<file path="src/hw/rtl/assert_macros.svh">
// Assertion macros for the receiver's top-level RTL file
`ifndef ASSERT_MACROS_SVH
`define ASSERT_MACROS_SVH

// Check that cons holds in the same cycle as ante
`define ASSERT_IMPLY(lbl, ante, cons, msg) \
   lbl: assert property (@(posedge clock) disable iff (reset) (ante) |-> (cons)) \
      else $error(msg);

// Check that cons holds in the cycle after ante
`define ASSERT_NEXT(lbl, ante, cons, msg) \
   lbl: assert property (@(posedge clock) disable iff (reset) (ante) |=> (cons)) \
      else $error(msg);

`endif

</file>
<file path="src/hw/rtl/dnp3_rx_pkg.sv">
// Types, constants and the CRC-16/DNP step shared by the frame receiver
package dnp3_rx_pkg;

   localparam logic [2:0] KIND_HDR_OK  = 3'd0;
   localparam logic [2:0] KIND_DATA    = 3'd1;
   localparam logic [2:0] KIND_HDR_CRC = 3'd2;
   localparam logic [2:0] KIND_BLK_CRC = 3'd3;
   localparam logic [2:0] KIND_BAD_LEN = 3'd4;

   localparam logic [7:0]  SYNC_FIRST    = 8'h05;
   localparam logic [7:0]  SYNC_SECOND   = 8'h64;
   localparam logic [7:0]  MIN_LENGTH    = 8'd5;
   localparam logic [15:0] CRC_POLY_REFL = 16'hA6BC;

   // block sizes of up to 31 bytes fit this count
   localparam int CNT_W       = 5;
   localparam int QUEUE_DEPTH = 4;
   localparam int QUEUE_AW    = 2;

   typedef struct packed {
      logic [7:0]  frame_length;
      logic [7:0]  control_byte;
      logic [15:0] destination;
      logic [15:0] source;
   } hdr_type;

   typedef struct packed {
      logic [2:0]       kind;
      logic [CNT_W-1:0] count;
      logic             fend;
      hdr_type          hdr;
   } cmd_type;

   function automatic logic [15:0] crc_feed(input logic [15:0] crc, input logic [7:0] b);
      logic [15:0] c;
      c = crc ^ {8'h00, b};
      for (int i = 0; i < 8; i++) begin
         if (c[0]) begin
            c = (c >> 1) ^ CRC_POLY_REFL;
         end else begin
            c = c >> 1;
         end
      end
      return c;
   endfunction

   localparam logic [15:0] CRC_SYNC = crc_feed(crc_feed(16'h0000, SYNC_FIRST), SYNC_SECOND);

endpackage

</file>
<file path="src/hw/rtl/dnp3_rx_front.sv">
// Front end: sync hunt, header and block CRC checks, pushes commands and data bytes
module dnp3_rx_front #(
   parameter int BLOCK_BYTES = 16,
   parameter int FIFO_AW     = 5
) (
   input  logic                      clock,
   input  logic                      reset,
   input  logic                      req_valid,
   output logic                      req_ready,
   input  logic [7:0]                req_byte,
   input  logic                      q_full,
   output logic                      q_push,
   output dnp3_rx_pkg::cmd_type      q_data,
   output logic                      wr_en,
   output logic [FIFO_AW-1:0]        wr_addr,
   output logic [7:0]                wr_data,
   input  logic [FIFO_AW:0]          rd_ptr
);
   import dnp3_rx_pkg::*;

   localparam int PW  = FIFO_AW + 1;
   localparam int BCW = $clog2(BLOCK_BYTES + 1);
   localparam logic [PW-1:0] FIFO_DEPTH = PW'(1 << FIFO_AW);
   localparam logic [7:0]    BLK8       = 8'(BLOCK_BYTES);

   localparam logic [2:0] ST_SYNC1  = 3'd0;
   localparam logic [2:0] ST_SYNC2  = 3'd1;
   localparam logic [2:0] ST_HEADER = 3'd2;
   localparam logic [2:0] ST_DATA   = 3'd3;
   localparam logic [2:0] ST_CRC    = 3'd4;

   logic [2:0]     state_ff, state_in;
   logic [2:0]     hcount_ff, hcount_in;
   logic [7:0]     hdr_ff [6];
   logic [7:0]     hdr_in [6];
   logic [7:0]     left_ff, left_in;
   logic [BCW-1:0] bcount_ff, bcount_in;
   logic [15:0]    crc_ff, crc_in;
   logic [7:0]     low_ff, low_in;
   logic           seen_ff, seen_in;
   logic [PW-1:0]  wr_ptr_ff, wr_ptr_in;

   logic           accept;
   logic           fifo_full;
   logic [15:0]    crc_next;
   logic [15:0]    got;
   logic [7:0]     blk_size;
   logic [7:0]     bcount8;
   hdr_type        hdr_cur;

   assign fifo_full = (wr_ptr_ff - rd_ptr) == FIFO_DEPTH;
   assign req_ready = !q_full && !fifo_full;
   assign accept    = req_valid && req_ready;
   assign crc_next  = crc_feed(crc_ff, req_byte);
   assign got       = {req_byte, low_ff};
   assign blk_size  = (left_ff > BLK8) ? BLK8 : left_ff;
   assign bcount8   = 8'(bcount_ff);

   assign hdr_cur.frame_length = hdr_ff[0];
   assign hdr_cur.control_byte = hdr_ff[1];
   assign hdr_cur.destination  = {hdr_ff[3], hdr_ff[2]};
   assign hdr_cur.source       = {hdr_ff[5], hdr_ff[4]};

   assign wr_addr = wr_ptr_ff[FIFO_AW-1:0];
   assign wr_data = req_byte;

   always_comb begin
      state_in  = state_ff;
      hcount_in = hcount_ff;
      hdr_in    = hdr_ff;
      left_in   = left_ff;
      bcount_in = bcount_ff;
      crc_in    = crc_ff;
      low_in    = low_ff;
      seen_in   = seen_ff;
      wr_ptr_in = wr_ptr_ff;
      wr_en     = 1'b0;
      q_push    = 1'b0;
      q_data.kind  = KIND_HDR_OK;
      q_data.count = '0;
      q_data.fend  = 1'b0;
      q_data.hdr   = hdr_cur;
      if (accept) begin
         unique case (state_ff)
            ST_SYNC1: begin
               if (req_byte == SYNC_FIRST) state_in = ST_SYNC2;
            end
            ST_SYNC2: begin
               if (req_byte == SYNC_SECOND) begin
                  state_in  = ST_HEADER;
                  hcount_in = '0;
                  crc_in    = CRC_SYNC;
               end else begin
                  state_in = ST_SYNC1;
               end
            end
            ST_HEADER: begin
               if (hcount_ff < 3'd6) begin
                  hdr_in[hcount_ff] = req_byte;
                  crc_in            = crc_next;
               end
               if (hcount_ff == 3'd6) low_in = req_byte;
               hcount_in = hcount_ff + 3'd1;
               if (hcount_ff == 3'd7) begin
                  hcount_in = '0;
                  crc_in    = '0;
                  state_in  = ST_SYNC1;
                  q_push    = 1'b1;
                  if (got != ~crc_ff) begin
                     q_data.kind = KIND_HDR_CRC;
                  end else if (hdr_ff[0] < MIN_LENGTH) begin
                     q_data.kind = KIND_BAD_LEN;
                  end else begin
                     q_data.kind = KIND_HDR_OK;
                     left_in     = hdr_ff[0] - MIN_LENGTH;
                     bcount_in   = '0;
                     seen_in     = 1'b0;
                     if (hdr_ff[0] == MIN_LENGTH) begin
                        q_data.fend = 1'b1;
                     end else begin
                        state_in = ST_DATA;
                     end
                  end
               end
            end
            ST_DATA: begin
               if (bcount_ff < BCW'(BLOCK_BYTES)) begin
                  wr_en     = 1'b1;
                  wr_ptr_in = wr_ptr_ff + PW'(1);
                  bcount_in = bcount_ff + BCW'(1);
               end
               crc_in = crc_next;
               if (8'(bcount_in) >= blk_size) begin
                  state_in = ST_CRC;
                  seen_in  = 1'b0;
               end
            end
            ST_CRC: begin
               if (!seen_ff) begin
                  low_in  = req_byte;
                  seen_in = 1'b1;
               end else begin
                  seen_in      = 1'b0;
                  crc_in       = '0;
                  bcount_in    = '0;
                  q_push       = 1'b1;
                  q_data.count = CNT_W'(bcount_ff);
                  if (got != ~crc_ff || bcount_ff == '0) begin
                     // drop the failed block's bytes from the buffer
                     q_data.kind = KIND_BLK_CRC;
                     wr_ptr_in   = wr_ptr_ff - PW'(bcount_ff);
                     left_in     = '0;
                     state_in    = ST_SYNC1;
                  end else begin
                     q_data.kind = KIND_DATA;
                     q_data.fend = left_ff <= bcount8;
                     left_in     = (left_ff > bcount8) ? left_ff - bcount8 : 8'd0;
                     state_in    = (left_ff > bcount8) ? ST_DATA : ST_SYNC1;
                  end
               end
            end
            default: state_in = ST_SYNC1;
         endcase
      end
   end

   always_ff @(posedge clock) begin
      if (reset) begin
         state_ff  <= ST_SYNC1;
         hcount_ff <= '0;
         left_ff   <= '0;
         bcount_ff <= '0;
         crc_ff    <= '0;
         low_ff    <= '0;
         seen_ff   <= 1'b0;
         wr_ptr_ff <= '0;
      end else begin
         state_ff  <= state_in;
         hcount_ff <= hcount_in;
         left_ff   <= left_in;
         bcount_ff <= bcount_in;
         crc_ff    <= crc_in;
         low_ff    <= low_in;
         seen_ff   <= seen_in;
         wr_ptr_ff <= wr_ptr_in;
      end
   end

   always_ff @(posedge clock) begin
      hdr_ff <= hdr_in;
   end

endmodule

</file>
<file path="src/hw/rtl/dnp3_rx_cmd_queue.sv">
// Short command queue between the front end and the result sequencer
module dnp3_rx_cmd_queue (
   input  logic                 clock,
   input  logic                 reset,
   input  logic                 push,
   input  dnp3_rx_pkg::cmd_type push_data,
   output logic                 full,
   input  logic                 pop,
   output logic                 head_valid,
   output dnp3_rx_pkg::cmd_type head_data
);
   import dnp3_rx_pkg::*;

   cmd_type               slot_ff [QUEUE_DEPTH];
   logic [QUEUE_AW:0]     wr_ptr_ff, wr_ptr_in;
   logic [QUEUE_AW:0]     rd_ptr_ff, rd_ptr_in;

   assign full       = (wr_ptr_ff - rd_ptr_ff) == (QUEUE_AW + 1)'(QUEUE_DEPTH);
   assign head_valid = wr_ptr_ff != rd_ptr_ff;
   assign head_data  = slot_ff[rd_ptr_ff[QUEUE_AW-1:0]];
   assign wr_ptr_in  = push ? wr_ptr_ff + (QUEUE_AW + 1)'(1) : wr_ptr_ff;
   assign rd_ptr_in  = pop ? rd_ptr_ff + (QUEUE_AW + 1)'(1) : rd_ptr_ff;

   always_ff @(posedge clock) begin
      if (reset) begin
         wr_ptr_ff <= '0;
         rd_ptr_ff <= '0;
      end else begin
         wr_ptr_ff <= wr_ptr_in;
         rd_ptr_ff <= rd_ptr_in;
      end
   end

   always_ff @(posedge clock) begin
      if (push) slot_ff[wr_ptr_ff[QUEUE_AW-1:0]] <= push_data;
   end

endmodule

</file>
<file path="src/hw/rtl/dnp3_rx_back.sv">
// Back end: byte buffer and result sequencer that expands commands into result words
module dnp3_rx_back #(
   parameter int FIFO_AW = 5
) (
   input  logic                 clock,
   input  logic                 reset,
   input  logic                 q_valid,
   input  dnp3_rx_pkg::cmd_type q_data,
   output logic                 q_pop,
   input  logic                 wr_en,
   input  logic [FIFO_AW-1:0]   wr_addr,
   input  logic [7:0]           wr_data,
   output logic [FIFO_AW:0]     rd_ptr,
   output logic                 rsp_valid,
   input  logic                 rsp_ready,
   output logic [2:0]           rsp_kind,
   output dnp3_rx_pkg::hdr_type rsp_hdr,
   output logic [7:0]           rsp_data,
   output logic                 rsp_last,
   output logic                 rsp_fend
);
   import dnp3_rx_pkg::*;

   localparam int FIFO_DEPTH = 1 << FIFO_AW;

   logic [7:0]         mem [FIFO_DEPTH];
   logic [7:0]         rd_data_ff;
   logic [FIFO_AW:0]   rd_ptr_ff, rd_ptr_in;
   logic [CNT_W-1:0]   idx_ff, idx_in;

   logic               s1_valid_ff, s1_valid_in;
   logic [2:0]         s1_kind_ff;
   hdr_type            s1_hdr_ff;
   logic               s1_last_ff;
   logic               s1_fend_ff;

   logic               out_valid_ff, out_valid_in;
   logic [2:0]         out_kind_ff;
   hdr_type            out_hdr_ff;
   logic [7:0]         out_data_ff;
   logic               out_last_ff;
   logic               out_fend_ff;

   logic               out_free;
   logic               issue;
   logic               is_blk;
   logic               blk_last;
   logic               item_last;

   assign out_free  = !out_valid_ff || rsp_ready;
   assign issue     = q_valid && (!s1_valid_ff || out_free);
   assign is_blk    = q_data.kind == KIND_DATA;
   assign blk_last  = (idx_ff + CNT_W'(1)) == q_data.count;
   assign item_last = !is_blk || blk_last;
   assign q_pop     = issue && item_last;

   always_comb begin
      rd_ptr_in    = rd_ptr_ff;
      idx_in       = idx_ff;
      s1_valid_in  = s1_valid_ff;
      out_valid_in = out_valid_ff;
      if (issue && is_blk) begin
         rd_ptr_in = rd_ptr_ff + (FIFO_AW + 1)'(1);
         idx_in    = blk_last ? '0 : idx_ff + CNT_W'(1);
      end
      if (out_free) out_valid_in = s1_valid_ff;
      if (issue) begin
         s1_valid_in = 1'b1;
      end else if (out_free) begin
         s1_valid_in = 1'b0;
      end
   end

   always_ff @(posedge clock) begin
      if (reset) begin
         rd_ptr_ff    <= '0;
         idx_ff       <= '0;
         s1_valid_ff  <= 1'b0;
         out_valid_ff <= 1'b0;
      end else begin
         rd_ptr_ff    <= rd_ptr_in;
         idx_ff       <= idx_in;
         s1_valid_ff  <= s1_valid_in;
         out_valid_ff <= out_valid_in;
      end
   end

   always_ff @(posedge clock) begin
      if (wr_en) mem[wr_addr] <= wr_data;
      if (issue && is_blk) rd_data_ff <= mem[rd_ptr_ff[FIFO_AW-1:0]];
   end

   always_ff @(posedge clock) begin
      if (issue) begin
         s1_kind_ff <= q_data.kind;
         s1_hdr_ff  <= q_data.hdr;
         s1_last_ff <= item_last;
         s1_fend_ff <= item_last && q_data.fend;
      end
      if (out_free && s1_valid_ff) begin
         out_kind_ff <= s1_kind_ff;
         out_hdr_ff  <= s1_hdr_ff;
         out_data_ff <= (s1_kind_ff == KIND_DATA) ? rd_data_ff : 8'h00;
         out_last_ff <= s1_last_ff;
         out_fend_ff <= s1_fend_ff;
      end
   end

   assign rd_ptr    = rd_ptr_ff;
   assign rsp_valid = out_valid_ff;
   assign rsp_kind  = out_kind_ff;
   assign rsp_hdr   = out_hdr_ff;
   assign rsp_data  = out_data_ff;
   assign rsp_last  = out_last_ff;
   assign rsp_fend  = out_fend_ff;

endmodule

</file>
<file path="src/hw/rtl/dnp3_link_frame_receiver.sv">
// DNP3 link-layer frame receiver top level: front end, command queue and back end
//
// The req channel takes one link byte per word (req_tdata[7:0]). The rsp channel
// gives result words: tuser carries the result kind and the frame-end flag, tlast
// marks the last word caused by one input byte, tdata carries the header fields of
// the current frame and, for data words, the verified user byte.
// Throughput: one input byte per cycle unless the queue or the buffer is full,
// and one result word per cycle while the receiver is ready. A good block of n
// bytes leaves as n data words once its second CRC byte is taken. A header or
// block result is queued as a command, then passes the s1 and output registers.
// The front end checks CRCs and parks block bytes in a buffer of 2*BLOCK_BYTES
// entries (rounded up to a power of two); a four-entry command queue feeds the
// back end, which reads the buffer one byte per cycle and fills the output register.
// When the receiver stalls, the output register holds its word; the front end keeps
// taking bytes until the command queue or the byte buffer fills, then drops tready.
// Reset (synchronous) returns the front end to the sync hunt and empties the queue,
// the buffer and the output register. No clearing pass is needed.
module dnp3_link_frame_receiver #(
   parameter int BLOCK_BYTES = 16
) (
   input  logic        clock,
   input  logic        reset,
   input  logic        req_tvalid,
   output logic        req_tready,
   input  logic [7:0]  req_tdata,   // [7:0] rx_byte
   output logic        rsp_tvalid,
   input  logic        rsp_tready,
   output logic [55:0] rsp_tdata,   // [7:0] frame_length, [15:8] control_byte,
                                    // [31:16] destination, [47:32] source,
                                    // [55:48] data_byte
   output logic [3:0]  rsp_tuser,   // [2:0] kind, [3] frame_end
   output logic        rsp_tlast    // run_last
);
   import dnp3_rx_pkg::*;

   localparam int FIFO_AW = $clog2(2 * BLOCK_BYTES);

   logic               q_push;
   cmd_type            q_push_data;
   logic               q_full;
   logic               q_pop;
   logic               q_valid;
   cmd_type            q_head;
   logic               wr_en;
   logic [FIFO_AW-1:0] wr_addr;
   logic [7:0]         wr_data;
   logic [FIFO_AW:0]   rd_ptr;
   logic [2:0]         rsp_kind;
   hdr_type            rsp_hdr;
   logic [7:0]         rsp_data;
   logic               rsp_fend;

   dnp3_rx_front #(
      .BLOCK_BYTES(BLOCK_BYTES),
      .FIFO_AW(FIFO_AW)
   ) u_front (
      .clock(clock),
      .reset(reset),
      .req_valid(req_tvalid),
      .req_ready(req_tready),
      .req_byte(req_tdata),
      .q_full(q_full),
      .q_push(q_push),
      .q_data(q_push_data),
      .wr_en(wr_en),
      .wr_addr(wr_addr),
      .wr_data(wr_data),
      .rd_ptr(rd_ptr)
   );

   dnp3_rx_cmd_queue u_queue (
      .clock(clock),
      .reset(reset),
      .push(q_push),
      .push_data(q_push_data),
      .full(q_full),
      .pop(q_pop),
      .head_valid(q_valid),
      .head_data(q_head)
   );

   dnp3_rx_back #(
      .FIFO_AW(FIFO_AW)
   ) u_back (
      .clock(clock),
      .reset(reset),
      .q_valid(q_valid),
      .q_data(q_head),
      .q_pop(q_pop),
      .wr_en(wr_en),
      .wr_addr(wr_addr),
      .wr_data(wr_data),
      .rd_ptr(rd_ptr),
      .rsp_valid(rsp_tvalid),
      .rsp_ready(rsp_tready),
      .rsp_kind(rsp_kind),
      .rsp_hdr(rsp_hdr),
      .rsp_data(rsp_data),
      .rsp_last(rsp_tlast),
      .rsp_fend(rsp_fend)
   );

   assign rsp_tdata = {rsp_data, rsp_hdr.source, rsp_hdr.destination,
                       rsp_hdr.control_byte, rsp_hdr.frame_length};
   assign rsp_tuser = {rsp_fend, rsp_kind};

`include "assert_macros.svh"

   `ASSERT_IMPLY(a_single_word_last, rsp_tvalid && rsp_kind != KIND_DATA, rsp_tlast,
      "non-data result word without tlast")
   `ASSERT_IMPLY(a_fend_is_last, rsp_tvalid && rsp_fend, rsp_tlast,
      "frame end on a word that is not the last of its byte")
   `ASSERT_IMPLY(a_no_push_when_full, q_push, !q_full, "command pushed into a full queue")
   `ASSERT_NEXT(a_push_shows_head, q_push && !q_pop, q_valid,
      "command queue empty right after a push")

endmodule

</file>
<file path="config.mk">
export PLATFORM = sky130hd
export DESIGN_NAME = dnp3_link_frame_receiver
export DESIGN_NICKNAME = d
export VERILOG_FILES = /design/src/hw/rtl/dnp3_rx_pkg.sv /design/src/hw/rtl/dnp3_rx_front.sv /design/src/hw/rtl/dnp3_rx_cmd_queue.sv /design/src/hw/rtl/dnp3_rx_back.sv /design/src/hw/rtl/dnp3_link_frame_receiver.sv
export VERILOG_INCLUDE_DIRS = /design/src /design/src/hw/rtl
export SDC_FILE = /design/constraint.sdc
export NUM_CORES = 1
export LEC_CHECK = 0
export BUFFER_PORTS_ARGS = -buffer_cell sky130_fd_sc_hd__buf_2
export CORE_MARGIN = 3
export CORE_UTILIZATION = 55
export CTS_CLUSTER_SIZE = 12
export DETAILED_ROUTE_END_ITERATION = 16
export PLACE_DENSITY_LB_ADDON = 0.3
export SLEW_MARGIN = 15
export SYNTH_ARGS = -nofsm -noshare
export SYNTH_HDL_FRONTEND = slang
export SYNTH_SLANG_ARGS = --single-unit
</file>
<file path="constraint.sdc">
create_clock -name clock -period 13.05 [get_ports clock]
set_clock_uncertainty 0.05 [all_clocks]
set_input_delay 1.305 -clock clock [delete_from_list [all_inputs] [get_ports clock]]
set_output_delay 1.305 -clock clock [all_outputs]
set_load 0.01 [all_outputs]
</file>
Word-level counts from Yosys, hierarchy flattened
Memories as Yosys holds them, arrays and structs flattened. A register that Yosys moved wholly into a read port is not among the register bits.
Cells that the tools add are included.

cells by class
  add/sub/neg operators = 12
  magnitude comparators = 9
  eq/ne operators = 28
  muxes and demuxes = 89
  bitwise operators = 11
  reduce and logical (&&, ||, !) cells = 34

operators by type and width
  cell                 number
  $mux 16              12
  $mux 8               10
  $not 8->9            8
  $pmux 16 s4          1
  $bwmux 48            1
  $mux 5               9
  $mux 3               11
  $pmux 8 s2           2
  $demux 8 s3          1
  $mux 1               22
  $mux 6               3
  $mux 9               2
  $reduce_and 6->1     3
  $eq 8x3->1 const B   2
  $ne 16x16->1         1
  $ne 2x1->1 const B   8
  $not 16->16          1
  $xor 16x8->16        1
  $pmux 3 s5           1
  $pmux 5 s3           1
  $reduce_and 5->1     3
  $mux 2               7
  $add 6x1->6 const B  2
  $eq 3x3->1 const B   4
  39 further kinds     67

word-level totals
  register bits after elaboration = 231
  RAM bits = 484
  input bits = 12
  logic and storage cells = 220
  memories kept = 2

memories
  memory           depth  width  read ports  clocked after Yosys merged registers in  wr ports  line                     source
  u_back.mem       32     8      1           1                                        1         dnp3_rx_back.sv:26       logic [7:0] mem [FIFO_DEPTH];
  u_queue.slot_ff  4      57     1           1                                        1         dnp3_rx_cmd_queue.sv:14  cmd_type slot_ff [QUEUE_DEPTH];

Logic depth before layout (Yosys ltp)
  word-level depth = 20
  mapped depth = 14
  depth with buffers taken out = 12

Modules after synthesis
Synthesis repeated with hierarchy kept, for this count alone.

unflattened totals
  cells, all modules = 1657
  area total of the unflattened synthesis = 28930.2 µm²

modules (own cells, without submodules)
  module                    instances  cells each  area an instance (µm²)
  dnp3_rx_back              1          729         14602.8
  dnp3_rx_cmd_queue         1          338         8622.0
  dnp3_rx_front             1          589         5698.0
  dnp3_link_frame_receiver  1          1           7.5

Least setup slack after synthesis
OpenSTA, ideal clock, no wires.

  path type = input to register
  from = in rsp_tready
  to = reg u_back.idx_ff[3]
  setup time = 0.128 ns
  data arrival time = 5.376 ns
  required time = 12.872 ns
  slack = 7.497 ns
  stages = 8
  path buffers = 1
  cell sequence = nor2b_1 a21oi_1 nand3_1 inv_1 buf_2 o21ai_0 a22oi_1 nor2_1

between the ends
  longest elaborated chain between the ends = 4

RTL lines
  what                  line                            source
  from (decl)           dnp3_link_frame_receiver.sv:27  input logic rsp_tready,
  $logic_or 1x1->1      dnp3_rx_back.sv:50              assign out_free = !out_valid_ff || rsp_ready;
  $logic_or 1x1->1      dnp3_rx_back.sv:51              assign issue = q_valid && (!s1_valid_ff || out_free);
  $logic_and 1x1->1     dnp3_rx_back.sv:51
  via u_back.issue      dnp3_rx_back.sv:45              logic issue;
  $logic_and 1x1->1     dnp3_rx_back.sv:62              if (issue && is_blk) begin
  to (signal assigned)  dnp3_rx_back.sv:82              idx_ff <= idx_in;
  to (decl)             dnp3_rx_back.sv:29              logic [CNT_W-1:0] idx_ff, idx_in;

The timed path passes the listed nets, and every way through them passes these cells.
A chain may end at the register's enable or synchronous reset.

Worst setup path after layout
  from = reg u_back.rd_ptr_ff[2], in the netlist u_back.rd_ptr[2]
  to = reg u_queue.wr_ptr_ff[2]

between the ends
  longest elaborated chain between the ends = 6

RTL lines
  what                    line                     source
  from (decl)             dnp3_rx_back.sv:28       logic [FIFO_AW:0] rd_ptr_ff, rd_ptr_in;
  from (signal assigned)  dnp3_rx_back.sv:81       rd_ptr_ff <= rd_ptr_in;
  $sub 6x6->6             dnp3_rx_front.sv:51      assign fifo_full = (wr_ptr_ff - rd_ptr) == FIFO_DEPTH;
  $eq 6x6->1              dnp3_rx_front.sv:51
  $logic_not 1->1         dnp3_rx_front.sv:52      assign req_ready = !q_full && !fifo_full;
  $logic_and 1x1->1       dnp3_rx_front.sv:52
  $logic_and 1x1->1       dnp3_rx_front.sv:53      assign accept = req_valid && req_ready;
  $mux 1                  dnp3_rx_front.sv:83      if (accept) begin
  to (signal assigned)    dnp3_rx_cmd_queue.sv:29  wr_ptr_ff <= wr_ptr_in;
  to (decl)               dnp3_rx_cmd_queue.sv:15  logic [QUEUE_AW:0] wr_ptr_ff, wr_ptr_in;

No other way between the ends.

==> results.cfg <==
[outcome]
status = finished, final reports clean

[power]
powerDensity_nw_per_um2 = 151
ir_drop_v = 0.000110
leakage_nw = 10.3

[yosys]
synth_seq_cells = 725
synth.top_cell.area_share_pct = 68.6
synth_nets = 1608
yosys_most_used_dff = edfxtp_1
async_reset_ff_share_pct = 0
synth.distinct_cells = 70
yosys-top-cells-area = edfxtp_1 (69%), mux4_2 (11%), dfxtp_1 (5.0%)
synth_common_cells = edfxtp_1 (654), mux4_2 (137), nand2_1 (103)
yosysTopAreaCell = edfxtp_1
syn_area_sq_um = 28600
synth_cells = 1558
yosysSeqAreaShare_pct = 73.5
synth_edf_count = 654
yosysWarnings = 0
syn_avg_cell_area_sq_um = 18.4
synth.most_common_cell = edfxtp_1

[worst_setup_path]
cp_max_fo = 32
worst_setup_path_start_kind = register
crit_type = reg -> reg
arrival_ps = 5580
worst_setup_path_end_kind = register
worstPathRequired_ps = 13510

[floorplanning]
io_pins = 75
rows = 82
die_h_microns = 234
initial_utilization_pct = 56.4
core-area_sq_um = 50800
die_w_microns = 234
design.die.area_sq_um = 54800

[flow_run]
maxCapViolCount = 0

[clocking]
htreeDepth = 3
ctsResizeCount = 0
cts_root_buffer = clkbuf_16
cts_tree = done
clkTransAtPathRegs_ps = 60
post_cts_buffers = 0
cts_hold_buffers = 0
clk_latency_ps = 620
cts.path.max_buffers = 3
cts.sinks = 725
cts-buffers-inserted = 75

[final_layout]
fill_cells = 3422
drive_gt1_share_pct = 23.2
syn_to_final_growth_pct = 12.6
final_util_pct = 63.5
nNetsFinal = 1738
diodes = 0

[drt]
vias_per_cell = 5.98
ant_nets = 0
wl_microns = 56200
first_pass_iters = 5
drt_iter0_drc = 1417
routedWlPerCell_microns = 23.3
drc = 0
via_count = 14400

[sta]
finalSetupTns_ps = 0
rsz0062_at_grt = no
slew_headroom_pct = 26.0
fmaxAchievable_mhz = 195
finalCritPeriodShare_pct = 39.3
finalMaxSlewViolations = 0
setup_viol = 0
period_needed_ps = 5120
worstMarginPinSlew_ps = 1100
hold_violations = 0

[global_routing]
grt_usage_pct = 21.1
grt_start_max_net_pins = 69
grt_overflow_total = 0
first_global_vias = 14500
antenna_found_initial = 0
grt_pass1_wl_microns = 86600

[worst_hold_path]
worstHoldPathType = reg -> reg

[placement]
hpwl_microns = 33300
port_buffers = 74
finalWeightedCongestion = 0.903
## per-stage QoR
step	std cells	hold WS [ps]	cell area [sq um]	setup slack, ps	total power [mW]
floorplan	1558	350	28600	7500	2.87
global placement	2283	351	30000	8040	2.95
detailed placement	2283	355	30000	7950	2.96
CTS	2411	368	32200	7910	4.94
global route	2411	376	32300	7670	5.05
finish	2411	367	32300	7930	4.89
## placed cells by master, fill, tap and decap left out, drive strengths merged, types with 7 or more instances in the layout
cell type,count
inv,35
and3,8
nor3,16
a21oi,41
edfxtp,654
and2,14
or3,7
o21ai,20
nand4,11
o31ai,8
xnor2,71
clkbuf,105
clkinv,20
dfxtp,71
a221oi,9
ha,36
mux4,137
nor2b,12
nor4,49
buf,124
xor2,19
mux2i,13
nand3,14
nand2b,10
nor2,51
nand2,103
## state kept, by name, summed over array words and instances, names as in the netlist, 5 cells and up, named ones only
| signal | count |
|---|---|
| u_back.mem | 256 |
| u_back.rd_data_ff | 8 |
| u_back.rd_ptr | 6 |
| u_queue.slot_ff | 228 |
| u_front.crc_ff | 16 |
| u_front.left_ff | 8 |
| u_front.bcount_ff | 5 |
| u_back.s1_hdr_ff | 48 |
| u_front.wr_ptr_ff | 6 |
| u_front.low_ff | 8 |
| u_front.q_data | 48 |
| u_back.rsp_data | 8 |
| u_back.idx_ff | 5 |
| u_back.rsp_hdr | 48 |
## power breakdown
part / internal, mW / switching, mW
clock network: 1.14 / 0.838
logic: 0.110 / 0.170
registers: 2.60 / 0.0265
## worst max-delay path: stages, from the launching register on
cell	delay (ps)
dfxtp_1	1000
inv_1	230
ha_1	400
o21ai_0	180
a21oi_1	70
and2_1	160
o2111ai_1	520
o21a_1	650
and3_2	810
buf_4	550
mux2_2	390
## per-layer routing
metal / GRT usage (%) / routed length (microns)
met1: 29.1 / 23700
met2: 34.6 / 28200
met3: 3.74 / 2750
met4: 7.12 / 1560
met5: 0 / 0
## area by class of cell
cell class / instances / area [sq um] / share of cell area, %
Inverter: 35 / 131 / 0.407
Sequential cell: 725 / 21100 / 65.3
Timing Repair Buffer: 124 / 746 / 2.31
Clock inverter: 23 / 269 / 0.834
Tap cell: 672 / 841 / 2.61
Multi-Input combinational cell: 727 / 7190 / 22.3
Clock buffer: 105 / 2010 / 6.23
## path summary, 6_finish.rpt
kind,startpoint,to,slack [ps],cells past startpoint
worst max-delay path,u_back.rd_ptr[2]$_SDFFE_PP0P_,u_queue.wr_ptr_ff[2]$_SDFFE_PP0N_,7930,10
worst min-delay path,u_back.s1_hdr_ff[31]$_DFFE_PP_,u_back.rsp_hdr[31]$_DFFE_PP_,370,0
worst max register to register,u_back.rd_ptr[2]$_SDFFE_PP0P_,u_queue.wr_ptr_ff[2]$_SDFFE_PP0N_,7930,10
worst min register to register,u_back.s1_hdr_ff[31]$_DFFE_PP_,u_back.rsp_hdr[31]$_DFFE_PP_,370,0
## logic make-up (layout without fill, tap and decap cells)
logic type               Yosys count  after routing  share of synthesized area, %
AO/OA/AOI/OAI                    123            123                          2.86
XOR/XNOR                          93             93                          3.16
adder cells (fa/ha/maj)           38             38                          1.71
buffers and inverters            106            287                          1.63
flip-flops                       725            725                          73.5
multiplexers                     152            152                          11.3
AND/OR/NAND/NOR                  321            321                          5.78
No activity file was read; power rests on OpenSTA's default activity.
